File: config.mk
export PLATFORM = sky130hd
export DESIGN_NAME = pdfr_div
export DESIGN_NICKNAME = d
export VERILOG_FILES = /design/src/hdl/piecewise_distance_force_response_macros.svh /design/src/hdl/pdfr_pkg.sv /design/src/hdl/pdfr_div.sv
export SDC_FILE = /design/constraint.sdc
export NUM_CORES = 1
export LEC_CHECK = 0
export BUFFER_PORTS_ARGS = -buffer_cell sky130_fd_sc_hd__buf_2
export CAP_MARGIN = 25
export CORE_ASPECT_RATIO = 1.75
export CORE_MARGIN = 5
export CORE_UTILIZATION = 55
export CTS_CLUSTER_SIZE = 24
export DETAILED_ROUTE_END_ITERATION = 6
export PLACE_DENSITY = 0.74
export SETUP_SLACK_MARGIN = 0.02
export SYNTH_ARGS = -nofsm -noshare
export SYNTH_HDL_FRONTEND = slang
export SYNTH_SLANG_ARGS = --single-unit
File: constraint.sdc
create_clock -name clk -period 7.65 [get_ports clk]
set_clock_uncertainty 0.1 [all_clocks]
set_input_delay 1.1475 -clock clk [delete_from_list [all_inputs] [get_ports clk]]
set_output_delay 1.1475 -clock clk [all_outputs]
set_load 0.01 [all_outputs]
File: src/hdl/piecewise_distance_force_response_macros.svh
// Assertion macros for the piecewise distance force response block.
// Included by the top level; no other dependencies.
`ifndef PIECEWISE_DISTANCE_FORCE_RESPONSE_MACROS_SVH
`define PIECEWISE_DISTANCE_FORCE_RESPONSE_MACROS_SVH
`ifndef SYNTHESIS
// same-cycle implication
`define PDFR_ASSERT_IMP(label, clk, rst_n, pre, post, msg) \
    label: assert property (@(posedge clk) disable iff (!rst_n) (pre) |-> (post)) \
        else $error(msg);
// next-cycle implication
`define PDFR_ASSERT_NXT(label, clk, rst_n, pre, post, msg) \
    label: assert property (@(posedge clk) disable iff (!rst_n) (pre) |=> (post)) \
        else $error(msg);
`else
`define PDFR_ASSERT_IMP(label, clk, rst_n, pre, post, msg)
`define PDFR_ASSERT_NXT(label, clk, rst_n, pre, post, msg)
`endif
`endif

File: src/hdl/pdfr_pkg.sv
// Shared types, widths and helpers of the piecewise distance force response.
// No dependencies.
`timescale 1ns / 1ps
package pdfr_pkg;

    localparam int FRAC_W    = 12;
    localparam int DIST_W    = 16;
    localparam int MAXD_W    = 15;
    localparam int BLEND_W   = 14;
    localparam int FORCE_W   = 18;
    localparam int RESP_W    = 20;
    localparam int REGION_W  = 3;
    localparam int CFG_IDX_W = 2;
    localparam int CFG_W     = 18;
    localparam int CONTACT_W = FORCE_W + 2;

    // divider: numerator holds 2^(2F)+x/2 and u<<F
    localparam int NUM_W      = MAXD_W + FRAC_W;
    localparam int DEN_W      = MAXD_W;
    localparam int DIV_STEPS  = 3;
    localparam int DIV_STAGES = (NUM_W + DIV_STEPS - 1) / DIV_STEPS;

    // curve datapath
    localparam int REC_W = 2 * FRAC_W + 1;
    localparam int T_W   = FRAC_W + 1;
    localparam int FF_W  = 2 * REC_W - FRAC_W;
    localparam int G_W   = FF_W + BLEND_W - FRAC_W;
    localparam int H_W   = FRAC_W + 4;
    localparam int P1_W  = REC_W + 1 + H_W;
    localparam int P2_W  = G_W + 1 + H_W;
    localparam int SUM_W = P2_W + 1;

    localparam int PIPE_LAT = DIV_STAGES + 5;

    localparam logic [RESP_W-1:0]  RESP_MAX       = '1;
    localparam logic [MAXD_W-1:0]  MAXD_RESET     = MAXD_W'(8192);
    localparam logic [BLEND_W-1:0] BLEND_RESET    = BLEND_W'(410);
    localparam logic [FORCE_W-1:0] FORCE_RESET    = FORCE_W'(12288);

    typedef enum logic [REGION_W-1:0] {
        REGION_FAR,
        REGION_OUTER,
        REGION_INVERSE,
        REGION_INNER,
        REGION_CONTACT
    } region_t;

    typedef enum logic [CFG_IDX_W-1:0] {
        CFG_MAX_DISTANCE,
        CFG_BLEND_WIDTH,
        CFG_FORCE_LIMIT
    } cfg_index_t;

    typedef struct packed {
        logic [MAXD_W-1:0]  max_distance;
        logic [BLEND_W-1:0] blend_width;
        logic [FORCE_W-1:0] force_limit;
    } cfg_t;

    typedef struct packed {
        region_t           region;
        logic [NUM_W-1:0]  rec_num;
        logic [DEN_W-1:0]  rec_den;
        logic [NUM_W-1:0]  t_num;
        logic [DEN_W-1:0]  t_den;
    } front_t;

    // effective blend width: never more than half the max distance
    function automatic logic [BLEND_W-1:0] eff_blend(input cfg_t cfg);
        logic [BLEND_W-1:0] half;
        half = cfg.max_distance[MAXD_W-1:1];
        if (cfg.blend_width > half)
            return half;
        return cfg.blend_width;
    endfunction

endpackage

File: src/hdl/pdfr_div.sv
// Pipelined restoring divider, DIV_STEPS quotient bits per stage.
// Depends on pdfr_pkg.
`timescale 1ns / 1ps
module pdfr_div (
    input  logic                          clk,
    input  logic                          en,
    input  logic [pdfr_pkg::NUM_W-1:0]    num,
    input  logic [pdfr_pkg::DEN_W-1:0]    den,
    output logic [pdfr_pkg::NUM_W-1:0]    quo
);
    import pdfr_pkg::*;

    logic [NUM_W-1:0] num_reg [DIV_STAGES];
    logic [NUM_W-1:0] quo_reg [DIV_STAGES];
    logic [DEN_W:0]   rem_reg [DIV_STAGES];
    logic [DEN_W-1:0] den_reg [DIV_STAGES];

    for (genvar s = 0; s < DIV_STAGES; s++)
    begin : g_stage
        logic [NUM_W-1:0] num_in;
        logic [NUM_W-1:0] quo_in;
        logic [DEN_W:0]   rem_in;
        logic [DEN_W-1:0] den_in;
        logic [NUM_W-1:0] num_next;
        logic [NUM_W-1:0] quo_next;
        logic [DEN_W:0]   rem_next;

        if (s == 0)
        begin : g_first
            assign num_in = num;
            assign quo_in = '0;
            assign rem_in = '0;
            assign den_in = den;
        end
        else
        begin : g_rest
            assign num_in = num_reg[s-1];
            assign quo_in = quo_reg[s-1];
            assign rem_in = rem_reg[s-1];
            assign den_in = den_reg[s-1];
        end

        // shift in one numerator bit, trial subtract, per step
        always_comb
        begin
            num_next = num_in;
            quo_next = quo_in;
            rem_next = rem_in;
            for (int i = 0; i < DIV_STEPS; i++)
            begin
                rem_next = {rem_next[DEN_W-1:0], num_next[NUM_W-1]};
                num_next = num_next << 1;
                quo_next = quo_next << 1;
                if (rem_next >= {1'b0, den_in})
                begin
                    rem_next    = rem_next - {1'b0, den_in};
                    quo_next[0] = 1'b1;
                end
            end
        end

        always_ff @(posedge clk)
        begin
            if (en)
            begin
                num_reg[s] <= num_next;
                quo_reg[s] <= quo_next;
                rem_reg[s] <= rem_next;
                den_reg[s] <= den_in;
            end
        end
    end

    assign quo = quo_reg[DIV_STAGES-1];

endmodule

==> flow_summary.ini <==
[detailed_routing]
antenna_left = 0
post_drt_wl_per_cell_um = 20.1
drt-initial-drc-count = 1220
firstDrtPassIters = 5
viasPerCell = 5.87
remaining_drc_errors = 0
via_count = 29046
routed_wl_um = 99300

[global_routing]
grt_pass1_vias = 29700
antenna_found_initial = 0
grt_max_degree = 159
gr-usage-all-layers_pct = 26.7
gr-total-overflow = 0
grt_pass1_wl_um = 150000

[synth]
synth_area_per_cell_um2 = 10.4
synth_cell_types = 98
ys_seq_area_share_pct = 40.1
synthCells = 3495
netlist_area_mm2 = 0.0362
async_flop_share_pct = 0
synthFlopType = edfxtp_1
synth_seq_cells = 483
synth_edf_count = 483
synth_warnings = 0
syn_nets = 3956

[setup_path]
reg2reg_to = rem_reg[0][125]
cp-start-kind = flop
slowest_stage = o41a_1
crit_path_max_incr_delay_ns = 0.47
r2r-start = num_reg[0][167]
worst-setup-path-type = reg -> reg
crit_arrival_ns = 7.83
end_kind = flop
critPathRequiredTime_ns = 7.91
crit_fanout = 6
reg2reg_depth = 34
r2r_slack_ns = 0.08

[place]
dp_slack_ns = -0.315
io_buffers = 70
place_inst = 4820
place_hpwl_um = 79400
gp_congestion = 0.996

[final_layout]
layout_commonest_cell = edfxtp_1
largest_reg_flops = 135
fin_cells = 4951
drive_above_1_share_pct = 23.6
area_growth_pct = 19.8
final_cell_mix = edfxtp_1 (483), buf_4 (438), ha_1 (387)
nNetsFinal = 4490
utilization_pct = 66.4

[sta]
rsz0062_at_grt = true
fmax_ghz = 0.132
setup_ws_ns = 0.0802
fin_crit_sh_pct = 99.0
setup_viol = 0
holdWs_ns = 0.310
worstMarginPinSlew_ns = 0.994
slew_viol_final = 0
finalHoldViolations = 0
period_minus_slack_ns = 7.57
relSlewSlack_pct = 33.7

[clock_tree]
clock_latency_ns = 0.62
clockRootBuffer = clkbuf_16
htreeDepth = 2
clkTransAtPathRegs_ns = 0.07
clkSinkCount = 483
cts_tree = done
cts_buffers = 47
ctsHoldBuffers = 0
cts.path.max_buffers = 3

[die]
die_area_mm2 = 0.0712
boundaryPins = 71
fp.coreArea_mm2 = 0.0653
initial_core_util_pct = 55.4
die_x_um = 204
die_h_um = 349
fp-row-count = 124

[job]
cap_violations = 0

[outcome]
outcome = finished clean

[min_path]
hold_end = quo_reg[5][11]
holdCritStartpoint = quo_reg[4][8]
min_path_type = reg -> reg
holdPathStages = 0
[worst max path at each step]
stage	from	endpoint	slack (ns)
after floorplan	den[5]	rem_reg[0][10]	-0.004
after global routing	num_reg[0][167]	rem_reg[0][125]	-0.22
final	num_reg[0][167]	rem_reg[0][125]	0.08
after CTS	num_reg[0][167]	rem_reg[0][119]	0.003
after detailed placement	num_reg[0][95]	rem_reg[0][68]	-0.32
after global placement	num_reg[0][95]	rem_reg[0][68]	-0.22
[kinds of logic (layout without fill, tap and decap cells)]
group / count (synthesis) / after routing / synth area share, %
fa+ha+maj: 417 / 417 / 14.9
flops: 483 / 483 / 40.1
other cells: 0 / 1 / 0
compound gates: 908 / 908 / 16.5
buf+inv: 351 / 924 / 3.74
xor+xnor: 276 / 276 / 6.68
simple gates: 848 / 848 / 11.6
mux: 212 / 212 / 6.46
[worst max-delay path, delay by kind of cell (launching register included)]
kind,cells,cell delay (ns)
and+or+nand+nor,3,0.38
buffers and inverters,6,0.64
muxes,2,0.62
AOI/OAI and AO/OA,19,4.18
DFF,1,0.41
adders and majority gates,4,1.00
[final cells by class]
cell class | count | area [um2]
clock inverter | 36 | 445
fill | 5133 | 21900
inverter | 304 | 1170
timing repair buffer | 531 | 3980
multi-input combinational | 2661 | 20900
timing repair inverter | 1 | 6.26
tap | 882 | 1100
sequential | 483 | 14500
clock buffer | 52 | 1220
antenna | 1 | 2.50
[metrics by stage]
stage	area [um2]	setup TNS, ns
2_1_floorplan	36300	-0.0290
3_3_place_gp	40800	-3.12
3_5_place_dp	40800	-9.26
4_1_cts	42600	0
5_1_grt	43400	-2.22
6_report	43400	0
[cell usage after synthesis (6+ instances only)]
library cell    n  share of area (%)
a21boi_0       30               0.62
or3_1          19               0.33
ha_1          392                 14
a21oi_1       237                3.3
o31ai_1        22               0.46
nor3_1         65               0.90
a221o_1        24               0.66
o21a_1         47               0.97
nand2_1       206                2.1
a31oi_1        24               0.41
nor4_1         11               0.19
or2_2          15               0.26
a31o_2          9               0.22
nand3_1        57               0.79
buf_2          13               0.18
o41ai_1         7               0.17
o31a_1          8               0.19
nor2b_1        58                1.0
o21ai_0       214                3.0
and4_1          8               0.19
nand2b_1       53               0.92
a211o_1        10               0.24
o221ai_1        8               0.19
mux2_1          9               0.28
a211oi_1       30               0.62
o22ai_1         9               0.16
nor2_1        227                2.4
a21o_1         99                2.1
and3_1         28               0.48
xor2_1         85                2.1
clkbuf_1       28               0.29
a221oi_1        6               0.15
xnor2_1       191                4.6
mux2_2        165                5.1
nand4_1        51               0.88
and2_1         18               0.31
mux2i_1        38                1.1
edfxtp_1      483                 40
o211ai_1       28               0.58
inv_1         299                3.1
o21bai_1       27               0.56
fa_1           25                1.4
[metal layers]
metal | vias up | GRT usage, % | share of wire, % | wire [um]
met5 | - | 0 | 0 | 0
met4 | 0 | 23.5 | 11 | 10800
met3 | 462 | 2.99 | 2.9 | 2830
met2 | 771 | 53.9 | 56 | 55800
met1 | 13728 | 21.9 | 30 | 29800
li1 | 14085 | - | - | -
[timing repair]
item / 4_1_cts / 5_1_grt
cloned: 0 / 2
buffers inserted: 7 / 33
endpoints found under the setup margin: 71 / 113
pin swaps: 5 / 75
resized for setup: 21 / 155
Power is left out: the tool's default activity adds up to more than one toggle a clock period on the data nets, which glitch-free logic cannot reach.
