File: config.mk
export PLATFORM = sky130hd
export DESIGN_NAME = pdfr_front
export DESIGN_NICKNAME = d
export VERILOG_FILES = /design/src/hdl/piecewise_distance_force_response_macros.svh /design/src/hdl/pdfr_pkg.sv /design/src/hdl/pdfr_front.sv
export SDC_FILE = /design/constraint.sdc
export NUM_CORES = 1
export LEC_CHECK = 0
export BUFFER_PORTS_ARGS = -buffer_cell sky130_fd_sc_hd__buf_2
export CORE_UTILIZATION = 53
export CTS_CLUSTER_SIZE = 25
export DETAILED_ROUTE_END_ITERATION = 8
export PLACE_DENSITY_LB_ADDON = 0.08
export SYNTH_ARGS = -nofsm -noshare
export SYNTH_HDL_FRONTEND = slang
export SYNTH_SLANG_ARGS = --single-unit
export TNS_END_PERCENT = 100
File: constraint.sdc
create_clock -name clk -period 8.2 [get_ports clk]
set_input_delay 1.23 -clock clk [delete_from_list [all_inputs] [get_ports clk]]
set_output_delay 1.23 -clock clk [all_outputs]
set_load 0.01 [all_outputs]
File: src/hdl/piecewise_distance_force_response_macros.svh
// Assertion macros for the piecewise distance force response block.
// Included by the top level; no other dependencies.
`ifndef PIECEWISE_DISTANCE_FORCE_RESPONSE_MACROS_SVH
`define PIECEWISE_DISTANCE_FORCE_RESPONSE_MACROS_SVH
`ifndef SYNTHESIS
// same-cycle implication
`define PDFR_ASSERT_IMP(label, clk, rst_n, pre, post, msg) \
    label: assert property (@(posedge clk) disable iff (!rst_n) (pre) |-> (post)) \
        else $error(msg);
// next-cycle implication
`define PDFR_ASSERT_NXT(label, clk, rst_n, pre, post, msg) \
    label: assert property (@(posedge clk) disable iff (!rst_n) (pre) |=> (post)) \
        else $error(msg);
`else
`define PDFR_ASSERT_IMP(label, clk, rst_n, pre, post, msg)
`define PDFR_ASSERT_NXT(label, clk, rst_n, pre, post, msg)
`endif
`endif

File: src/hdl/pdfr_pkg.sv
// Shared types, widths and helpers of the piecewise distance force response.
// No dependencies.
`timescale 1ns / 1ps
package pdfr_pkg;

    localparam int FRAC_W    = 12;
    localparam int DIST_W    = 16;
    localparam int MAXD_W    = 15;
    localparam int BLEND_W   = 14;
    localparam int FORCE_W   = 18;
    localparam int RESP_W    = 20;
    localparam int REGION_W  = 3;
    localparam int CFG_IDX_W = 2;
    localparam int CFG_W     = 18;
    localparam int CONTACT_W = FORCE_W + 2;

    // divider: numerator holds 2^(2F)+x/2 and u<<F
    localparam int NUM_W      = MAXD_W + FRAC_W;
    localparam int DEN_W      = MAXD_W;
    localparam int DIV_STEPS  = 3;
    localparam int DIV_STAGES = (NUM_W + DIV_STEPS - 1) / DIV_STEPS;

    // curve datapath
    localparam int REC_W = 2 * FRAC_W + 1;
    localparam int T_W   = FRAC_W + 1;
    localparam int FF_W  = 2 * REC_W - FRAC_W;
    localparam int G_W   = FF_W + BLEND_W - FRAC_W;
    localparam int H_W   = FRAC_W + 4;
    localparam int P1_W  = REC_W + 1 + H_W;
    localparam int P2_W  = G_W + 1 + H_W;
    localparam int SUM_W = P2_W + 1;

    localparam int PIPE_LAT = DIV_STAGES + 5;

    localparam logic [RESP_W-1:0]  RESP_MAX       = '1;
    localparam logic [MAXD_W-1:0]  MAXD_RESET     = MAXD_W'(8192);
    localparam logic [BLEND_W-1:0] BLEND_RESET    = BLEND_W'(410);
    localparam logic [FORCE_W-1:0] FORCE_RESET    = FORCE_W'(12288);

    typedef enum logic [REGION_W-1:0] {
        REGION_FAR,
        REGION_OUTER,
        REGION_INVERSE,
        REGION_INNER,
        REGION_CONTACT
    } region_t;

    typedef enum logic [CFG_IDX_W-1:0] {
        CFG_MAX_DISTANCE,
        CFG_BLEND_WIDTH,
        CFG_FORCE_LIMIT
    } cfg_index_t;

    typedef struct packed {
        logic [MAXD_W-1:0]  max_distance;
        logic [BLEND_W-1:0] blend_width;
        logic [FORCE_W-1:0] force_limit;
    } cfg_t;

    typedef struct packed {
        region_t           region;
        logic [NUM_W-1:0]  rec_num;
        logic [DEN_W-1:0]  rec_den;
        logic [NUM_W-1:0]  t_num;
        logic [DEN_W-1:0]  t_den;
    } front_t;

    // effective blend width: never more than half the max distance
    function automatic logic [BLEND_W-1:0] eff_blend(input cfg_t cfg);
        logic [BLEND_W-1:0] half;
        half = cfg.max_distance[MAXD_W-1:1];
        if (cfg.blend_width > half)
            return half;
        return cfg.blend_width;
    endfunction

endpackage

File: src/hdl/pdfr_front.sv
// Region classifier and divider operand setup, one register stage.
// Depends on pdfr_pkg.
`timescale 1ns / 1ps
module pdfr_front (
    input  logic                                clk,
    input  logic                                en,
    input  logic signed [pdfr_pkg::DIST_W-1:0]  distance,
    input  pdfr_pkg::cfg_t                      cfg,
    output pdfr_pkg::front_t                    front
);
    import pdfr_pkg::*;

    logic [BLEND_W-1:0]      b;
    logic [MAXD_W-1:0]       r;
    logic signed [DIST_W:0]  d_ext;
    logic [MAXD_W-1:0]       d_pos;
    logic [MAXD_W-1:0]       x;
    logic [MAXD_W-1:0]       u;
    front_t                  front_next;
    front_t                  front_reg;

    // classify and pick divider operands
    always_comb
    begin
        b     = eff_blend(cfg);
        r     = cfg.max_distance - MAXD_W'(b);
        d_ext = {distance[DIST_W-1], distance};
        d_pos = distance[MAXD_W-1:0];
        if (d_ext >= $signed({2'b00, cfg.max_distance}))
            front_next.region = REGION_FAR;
        else if (d_ext <= 0)
            front_next.region = REGION_CONTACT;
        else if (d_ext > $signed({2'b00, r}))
            front_next.region = REGION_OUTER;
        else if (d_ext > $signed({3'b000, b}))
            front_next.region = REGION_INVERSE;
        else
            front_next.region = REGION_INNER;

        case (front_next.region)
            REGION_OUTER:
            begin
                x = r;
                u = d_pos - r;
            end
            REGION_INNER:
            begin
                x = MAXD_W'(b);
                u = d_pos;
            end
            default:
            begin
                x = d_pos;
                u = d_pos;
            end
        endcase

        // reciprocal rounded to nearest: (2^(2F) + x/2) / x
        front_next.rec_num = (NUM_W'(1) << (2 * FRAC_W)) + NUM_W'(x >> 1);
        front_next.rec_den = x;
        // blend parameter: (u << F) / B
        front_next.t_num   = NUM_W'(u) << FRAC_W;
        front_next.t_den   = DEN_W'(b);
    end

    always_ff @(posedge clk)
    begin
        if (en)
            front_reg <= front_next;
    end

    assign front = front_reg;

endmodule

==> results_dict.tcl, run 1 <==
set metrics [dict create \
    wl_um 12420 \
    drive_gt1_share_pct 23.66 \
    status "completed" \
    required_ns 8.37 \
    worst_slew_pin_slew_ns 1.039 \
    yosysSeqAreaShare_pct 28.27 \
    crit_type "in -> reg" \
    grt_usage_pct 25.71 \
    switching_share_pct 38.71 \
    power_mw 1.080 \
    relSlewSlack_pct 30.72 \
    cts_tree "done" \
    die_x_um 99.06 \
    hold_viol_final 0 \
    post_cts_buffers 0 \
    first_pass_iters 5 \
    p_comb_share_pct 52.5 \
    seqPwrFrac_pct 28.7 \
    setup_viol 0 \
    path_clk_slew_ns 0.10 \
    rows 35 \
    multi_input_area_sq_um 3147 \
    synth_ff_type "edfxtp_1" \
    final_common_cell "buf_2" \
    syn_to_final_growth_pct 12.58 \
    cts_max_path_buffers 2 \
    syn-instance-count 534 \
    cp-end-kind "flip-flop" \
    route.detailed.drc 0 \
    grt_max_degree 48 \
    portBuffers 107 \
    synth_edf_count 47 \
    start_util_pct 54.29 \
    period_needed_ns 7.603 \
    power_density_nw_per_um2 192.2 \
    routabilityCongestion 0.9151 \
    die_h_um 99.06 \
    wire_per_inst_um 16.67 \
    min_path_cells 3 \
    yosysUniqueCellTypes 70 \
    mostFrequentLayoutCells "buf_2 (107), ha_1 (62), edfxtp_1 (47)" \
    setup_tns_ns 0 \
    internal_power_mw 0.6618 \
    fill_cells 838 \
    final_antenna_net_count 0 \
    grt_pass1_wl_um 19810 \
    cts-root-buf "clkbuf_8" \
    largest_register_ffs 47 \
    die_area_sq_um 9812 \
    cts_resized 0 \
    leakage_nw 2.666 \
    clockPowerShare_pct 18.8 \
    peakVddDrop_mv 0.09422 \
    fin_crit_sh_pct 92.72 \
    antenna_cells 0 \
    yosys_warnings 0 \
    coreArea_sq_um 9196 \
    worst-path-max-fanout 9 \
    crit_arrival_ns 7.77 \
    fmax_ghz 0.1315 \
    final_util_pct 61.12 \
    cap_violations 0 \
    via_per_inst 5.821 \
    cts_sinks 47 \
    htreeDepth 2 \
    min_from "cfg[27]" \
    antenna_found_initial 0 \
    p_switching_mw 0.4181 \
    num_vias 4337 \
    cts-buffers-inserted 5 \
    ys_seq_elements 47 \
    overflow 0 \
    postCtsHoldBufs 0 \
    fin_nets 761 \
    regArea_sq_um 1411 \
    hold_class "in -> reg" \
    drtIter0Drc 278 \
    ioPinCount 152 \
    dp_hpwl_um 10080 \
    drv_slew 0 \
    startpoint "cfg[35]" \
    async_reset_ff_share_pct 0 \
    startpoint_type "input port" \
    grt_pass1_vias 4059 \
    netlist_area_sq_um 4992 \
    rsz0062_at_grt "no" \
    avgSynthCellArea_sq_um 9.349 \
]
[critical path, cell delays in order]
cell and delay [ns]:
buf_2 0.17, inv_1 0.17, ha_1 0.33, nand4_2 0.14, o21bai_1 0.18, a311o_1 0.33, a21o_2 0.29, mux2i_1 0.31
xnor2_1 0.16, ha_1 0.26, a31oi_1 0.12, a2bb2oi_1 0.22, o21a_1 0.17, nor2_1 0.06, maj3_1 0.38, xor2_1 0.28
ha_1 0.34, a21oi_1 0.20, o21ai_0 0.17, nand3_1 0.12, nand2_1 0.18, or3_1 0.38, o21ai_0 0.24, o21a_1 0.19
or3_4 0.15, a21oi_1 0.08, nor2_1 0.65, a221o_1 0.27
[Yosys cell counts (all sizes together) (2+ instances only)]
library cell  count  area (sq um)
nand2            34         127.6
a21oi            34         173.9
nand4             7         50.05
conb              2         7.510
o21a              8         67.56
o221ai            4         35.03
a2111oi           2         17.52
nor2b             6         37.54
maj3              3         30.03
o21bai            2         15.01
mux2i            11         122.6
xnor2            23         201.4
and2              5         33.78
and4              2         17.52
a211oi            7         62.56
ha               62         775.7
inv              44         165.2
a32o              2         20.02
nand3b            3         22.52
nand2b            3         18.77
o31ai             2         15.01
a211o             3         26.28
o211ai            4         30.03
clkbuf            7         26.28
or3               4         30.03
o2111ai           2         17.52
nand3            13         65.06
nor2             22         82.58
a21boi            4         30.03
nand4b            3         41.29
nor4              6         52.55
a221oi            2         17.52
and3              2         12.51
buf              44         332.8
nor3             13         65.06
a31oi             2         12.51
a21o             21         158.9
a221o             9         90.09
edfxtp           47          1411
o21ai            26         130.1
xor2             10         87.58
mux2             10         116.4
[path summary, 6_finish.rpt]
kind                         to  slack [ns]
worst max-delay path  front[47]        0.60
worst min-delay path   front[9]        1.25
[metrics by stage]
step / hold slack, ns / instance area [sq um] / worst slack [ns] / std cells
floorplan: 1.343 / 5082 / 0.5876 / 558
global placement: 1.567 / 5488 / 0.5389 / 737
detailed placement: 1.583 / 5488 / 0.4488 / 737
CTS: 1.244 / 5620 / 0.7292 / 745
global route: 1.290 / 5620 / 0.2228 / 745
finish: 1.254 / 5620 / 0.5967 / 745
[cell families (layout without fill, tap and decap cells)]
group           count (synthesis)  after routing  synth area share, %
compound gates                145            145                20.48
mux                            21             21                4.787
xor+xnor                       33             33                5.789
flops                          47             47                28.27
fa+ha+maj                      66             66                16.54
buf+inv                        95            171                10.50
other cells                     2             26               0.1504
simple gates                  125            125                13.48
[routing by layer]
layer / track usage (%) / up-vias / part of all wire, %
met5: 0 / - / 0
li1: - / 2129 / -
met3: 2.340 / 17 / 5.5
met1: 36.50 / 2019 / 47
met2: 42.17 / 172 / 45
met4: 6.674 / 0 / 1.9
[power groups by stage]
stage               clock [mW]  combinational [mW]  sequential (mW)
global placement             0               0.549            0.315
CTS                      0.208               0.561            0.311
detailed placement           0               0.558            0.316
finish                   0.203               0.567            0.310
floorplan                    0               0.403            0.335
global route             0.216               0.622            0.314
[area by class of cell]
type / count / area share (%)
clock buffers: 6 / 1.291
clock inverters: 2 / 1.069
inverters: 44 / 2.939
multi-input cells: 416 / 55.99
flip-flops and latches: 47 / 25.11
well taps: 111 / 2.471
repair buffers: 119 / 11.13
No activity file was read; power rests on OpenSTA's default activity.
==> run 2: changes to the inputs <==
--- a/config.mk
+++ b/config.mk
@@ -10,6 +10,7 @@
 export CTS_CLUSTER_SIZE = 25
 export DETAILED_ROUTE_END_ITERATION = 8
 export PLACE_DENSITY_LB_ADDON = 0.08
+export SLEW_MARGIN = 25
 export SYNTH_ARGS = -nofsm -noshare
 export SYNTH_HDL_FRONTEND = slang
 export SYNTH_SLANG_ARGS = --single-unit
==> constraint.sdc (replaced) <==
create_clock -name clk -period 8.5 [get_ports clk]
set_input_delay 1.275 -clock clk [delete_from_list [all_inputs] [get_ports clk]]
set_output_delay 1.275 -clock clk [all_outputs]
set_load 0.01 [all_outputs]
==> run 2 against run 1 <==
Compared with the run above: highest routed layer unchanged; critical path depth unchanged; hold slack improved by 0.057 ns; via count rose by 0.42%; power shrank 3.1%; wire length increased by 0.87%; worst setup slack better by 0.11 ns; combinational power is 3.7% lower; critical endpoint unchanged; first-iteration DRC count grew 0.72%; sequential cell count did not move; clock-buffer cell count is the same.
==> results_dict.tcl, run 2 (synthesis gave the netlist of run 1 again) <==
set metrics [dict create \
    worst_slew_pin_slew_ns 0.8457 \
    cts-root-buf "clkbuf_8" \
    htreeDepth 2 \
    cts_tree "done" \
    cp-end-kind "flip-flop" \
    cts_resized 0 \
    startpoint "cfg[35]" \
    crit_type "in -> reg" \
    crit_arrival_ns 7.97 \
    wl_um 12530 \
    cap_violations 0 \
    route.detailed.drc 0 \
    hold_viol_final 0 \
    syn_to_final_growth_pct 12.18 \
    overflow 0 \
    startpoint_type "input port" \
    die_h_um 99.06 \
    multi_input_area_sq_um 3147 \
    power_density_nw_per_um2 186.9 \
    setup_viol 0 \
    postCtsHoldBufs 0 \
    antenna_found_initial 0 \
    fill_cells 796 \
    drtIter0Drc 280 \
    drv_slew 0 \
    start_util_pct 54.29 \
    die_x_um 99.06 \
    worst_slack_ns 0.7055 \
    place_ws_ns 0.5121 \
    drive_gt1_share_pct 23.30 \
    largest_register_ffs 47 \
    via_per_inst 5.869 \
    routabilityCongestion 0.9283 \
    leakage_nw 2.653 \
    ioPinCount 152 \
    status "completed" \
    num_vias 4355 \
    post_cts_buffers 0 \
    portBuffers 107 \
    rsz0062_at_grt "no" \
    grt_usage_pct 25.75 \
    dp_hpwl_um 10110 \
    coreArea_sq_um 9196 \
    required_ns 8.68 \
    antenna_cells 0 \
    cts_sinks 47 \
    min_from "cfg[27]" \
    wire_per_inst_um 16.89 \
    fmax_ghz 0.1283 \
    cts-buffers-inserted 5 \
    path_clk_slew_ns 0.10 \
    mostFrequentLayoutCells "buf_2 (106), ha_1 (62), edfxtp_1 (47)" \
    relSlewSlack_pct 42.73 \
    period_needed_ns 7.795 \
    final_common_cell "buf_2" \
    final_antenna_net_count 0 \
    regArea_sq_um 1411 \
    peakVddDrop_mv 0.07387 \
    rows 35 \
    grt_pass1_vias 3954 \
    first_pass_iters 5 \
    fin_nets 758 \
    hold_class "in -> reg" \
    die_area_sq_um 9812 \
    cts_max_path_buffers 2 \
    setup_tns_ns 0 \
    worst-path-max-fanout 9 \
    fin_crit_sh_pct 91.70 \
    grt_max_degree 48 \
    grt_pass1_wl_um 19680 \
]
==> run 2: cell count changes in the layout (fill, tap and decap cells not counted) <==
cell	previous run	this run
buf_2	107	106
buf_4	12	10
==> run 2: where the power goes <==
group	switching [mW]	internal [mW]
clock network	0.0837	0.118
registers	0.00717	0.292
logic	0.319	0.227
==> run 2: worst paths after layout <==
check	slack [ns]	endpoint	cells past startpoint
worst max-delay path	0.71	front[47]	28
worst min-delay path	1.31	front[9]	3
==> run 2: area by class of cell <==
class                      instances  share of cell area [%]
clock inverter                     2                   1.072
inverter                          44                   2.949
clock buffer                       6                   1.296
multi-input combinational        416                   56.19
timing repair buffer             116                   10.81
sequential                        47                   25.20
tap                              111                   2.480
==> run 2: routing by layer <==
metal / global-route usage, % / share of wire [%] / vias to the layer above
met4: 8.710 / 1.8 / 0
met5: 0 / 0 / -
li1: - / - / 2115
met3: 2.270 / 5.5 / 19
met2: 40.40 / 44 / 188
met1: 37.31 / 48 / 2033
==> run 2: per-stage QoR <==
stage	hold slack [ns]	instances	util, %	power (mW)	cell area [sq um]
4_1_cts	1.314	742	60.87	1.044	5598
3_5_place_dp	1.635	734	59.43	0.8436	5465
2_1_floorplan	1.388	558	-	0.7118	5082
3_3_place_gp	1.613	734	59.43	0.8313	5465
5_1_grt	1.334	742	60.90	1.112	5600
6_report	1.312	742	60.90	1.047	5600
==> run 2: critical path, cell delays in order <==
cell and delay [ns]:
buf_2 0.17, inv_1 0.18, ha_1 0.34, nand4_2 0.14, o21bai_1 0.19, a311o_1 0.33, a21o_2 0.24, mux2i_1 0.47
xnor2_1 0.19, ha_1 0.26, nand3b_1 0.10, a2bb2oi_1 0.28, o21a_1 0.18, nor2_1 0.05, maj3_1 0.38, xor2_1 0.27
ha_1 0.34, a21oi_1 0.20, o21ai_0 0.15, nand3_1 0.11, nand2_1 0.17, or3_1 0.37, o21ai_0 0.23, o21a_1 0.20
or3_4 0.16, a21oi_1 0.08, nor2_1 0.64, a221o_1 0.29
==> run 3: changes to the inputs <==
--- a/config.mk
+++ b/config.mk
@@ -6,7 +6,8 @@
 export NUM_CORES = 1
 export LEC_CHECK = 0
 export BUFFER_PORTS_ARGS = -buffer_cell sky130_fd_sc_hd__buf_2
-export CORE_UTILIZATION = 53
+export CORE_UTILIZATION = 54
+export CTS_BUF_LIST = sky130_fd_sc_hd__clkbuf_4
 export CTS_CLUSTER_SIZE = 25
 export DETAILED_ROUTE_END_ITERATION = 8
 export PLACE_DENSITY_LB_ADDON = 0.08
==> run 3 against run 2 <==
Compared with the run above: the flow now finishes with violations (DRC); worst setup slack better by 0.075 ns; critical path depth decreased by 2; hold slack got worse by 0.086 ns; combinational power down 0.7%; via count is essentially flat; utilization grew 2.0 points; highest routed layer unchanged.
==> results_dict.tcl, run 3 (synthesis gave the netlist of run 1 again) <==
set metrics [dict create \
    dpl.cell_count 730 \
    period_needed_ns 7.719 \
    place_area_sq_um 5454 \
    routabilityCongestion 0.9375 \
    crit_arrival_ns 7.96 \
    hold-worst-slack_ns 1.226 \
    drv_slew 0 \
    fin_nets 757 \
    htreeDepth 2 \
    die_h_um 98.15 \
    cp-end-kind "flip-flop" \
    power_density_nw_per_um2 183.1 \
    num_vias 4351 \
    final_util_pct 62.85 \
    relSlewSlack_pct 39.05 \
    status "complete, but fails checks" \
    worst_slew_pin_slew_ns 0.9109 \
    die_area_sq_um 9633 \
    overflow 0 \
    wire_per_inst_um 16.82 \
    postCtsHoldBufs 0 \
    hold_viol_final 0 \
    cap_violations 0 \
    fmax_ghz 0.1295 \
    final_common_cell "buf_2" \
    mostFrequentLayoutCells "buf_2 (106), ha_1 (62), edfxtp_1 (47)" \
    dp_hpwl_um 9989 \
    ioPinCount 152 \
    portBuffers 107 \
    cts-root-buf "clkbuf_4" \
    fin_crit_sh_pct 90.82 \
    grt_max_degree 48 \
    grt_pass1_vias 3944 \
    fin_area_sq_um 5562 \
    coreArea_sq_um 8848 \
    post_cts_buffers 0 \
    cts-buffers-inserted 5 \
    final_antenna_net_count 0 \
    violations "DRC" \
    setup_tns_ns 0 \
    die_x_um 98.15 \
    grt_usage_pct 25.67 \
    drtIter0Drc 321 \
    via_per_inst 5.896 \
    path_clk_slew_ns 0.17 \
    rsz0062_at_grt "no" \
    drive_gt1_share_pct 23.33 \
    place_ws_ns 0.5698 \
    cts_tree "done" \
    crit_type "in -> reg" \
    first_pass_iters 9 \
    largest_register_ffs 47 \
    cts_resized 0 \
    rows 34 \
    required_ns 8.74 \
    syn_to_final_growth_pct 11.40 \
    antenna_found_initial 0 \
    cts_sinks 47 \
    fin_cells 738 \
    power_mw 1.018 \
    route.detailed.drc 10 \
    startpoint_type "input port" \
    grt_pass1_wl_um 19510 \
    hold_class "in -> reg" \
    leakage_nw 2.639 \
    cts_max_path_buffers 2 \
    antenna_cells 0 \
    worst_slack_ns 0.7807 \
    peakVddDrop_mv 0.07804 \
    wl_um 12420 \
    worst-path-max-fanout 12 \
    setup_viol 0 \
    start_util_pct 56.42 \
]
run 3: cell count changes in the layout (fill, tap and decap cells not counted):
cell,previous run,this run
clkbuf_4,0,6
clkbuf_8,5,0
buf_4,10,9
clkbuf_1,1,0
run 3: report_power, final:
group | switching (mW) | internal [mW]
Sequential | 0.00732 | 0.292
Combinational | 0.316 | 0.226
Clock | 0.0815 | 0.0950
Total | 0.405 | 0.613
run 3: layout make-up:
| class | count | area [sq um] |
|---|---|---|
| Timing Repair Buffer | 115 | 598.1 |
| Clock inverter | 2 | 60.06 |
| Inverter | 44 | 165.2 |
| Multi-Input combinational cell | 416 | 3147 |
| Sequential cell | 47 | 1411 |
| Clock buffer | 6 | 45.04 |
| Fill cell | 764 | 3287 |
| Tap cell | 108 | 135.1 |
run 3: worst paths after layout:
kind,slack [ns],start,cells after the start,end
setup / recovery,0.78,cfg[35],26,front[53]
hold / removal,1.23,cfg[31],3,front[13]
run 3: critical path: stages:
cell      delay, ns
buf_2          0.17
inv_1          0.16
ha_1           0.33
nand4_2        0.14
o21bai_1       0.18
a311o_1        0.33
a21o_2         0.31
buf_4          0.22
o21ai_0        0.60
inv_1          0.15
ha_1           0.27
nor3_1         0.18
o21ai_0        0.09
o21ai_0        0.40
o211ai_1       0.17
o21ai_0        0.30
a21boi_0       0.23
mux2i_1        0.23
nand2_1        0.09
ha_1           0.34
nand4b_1       0.19
nor4_1         0.32
a21o_1         0.20
a21oi_1        0.07
nor2_1         0.73
a221o_1        0.28
run 3: metal layers:
| layer | up-vias | part of all wire [%] | GRT usage (%) |
|---|---|---|---|
| met5 | - | 0 | 0 |
| met4 | 0 | 1.7 | 7.922 |
| met3 | 19 | 6.1 | 2.291 |
| met2 | 185 | 46 | 41.77 |
| met1 | 2026 | 46 | 36.24 |
| li1 | 2121 | - | - |
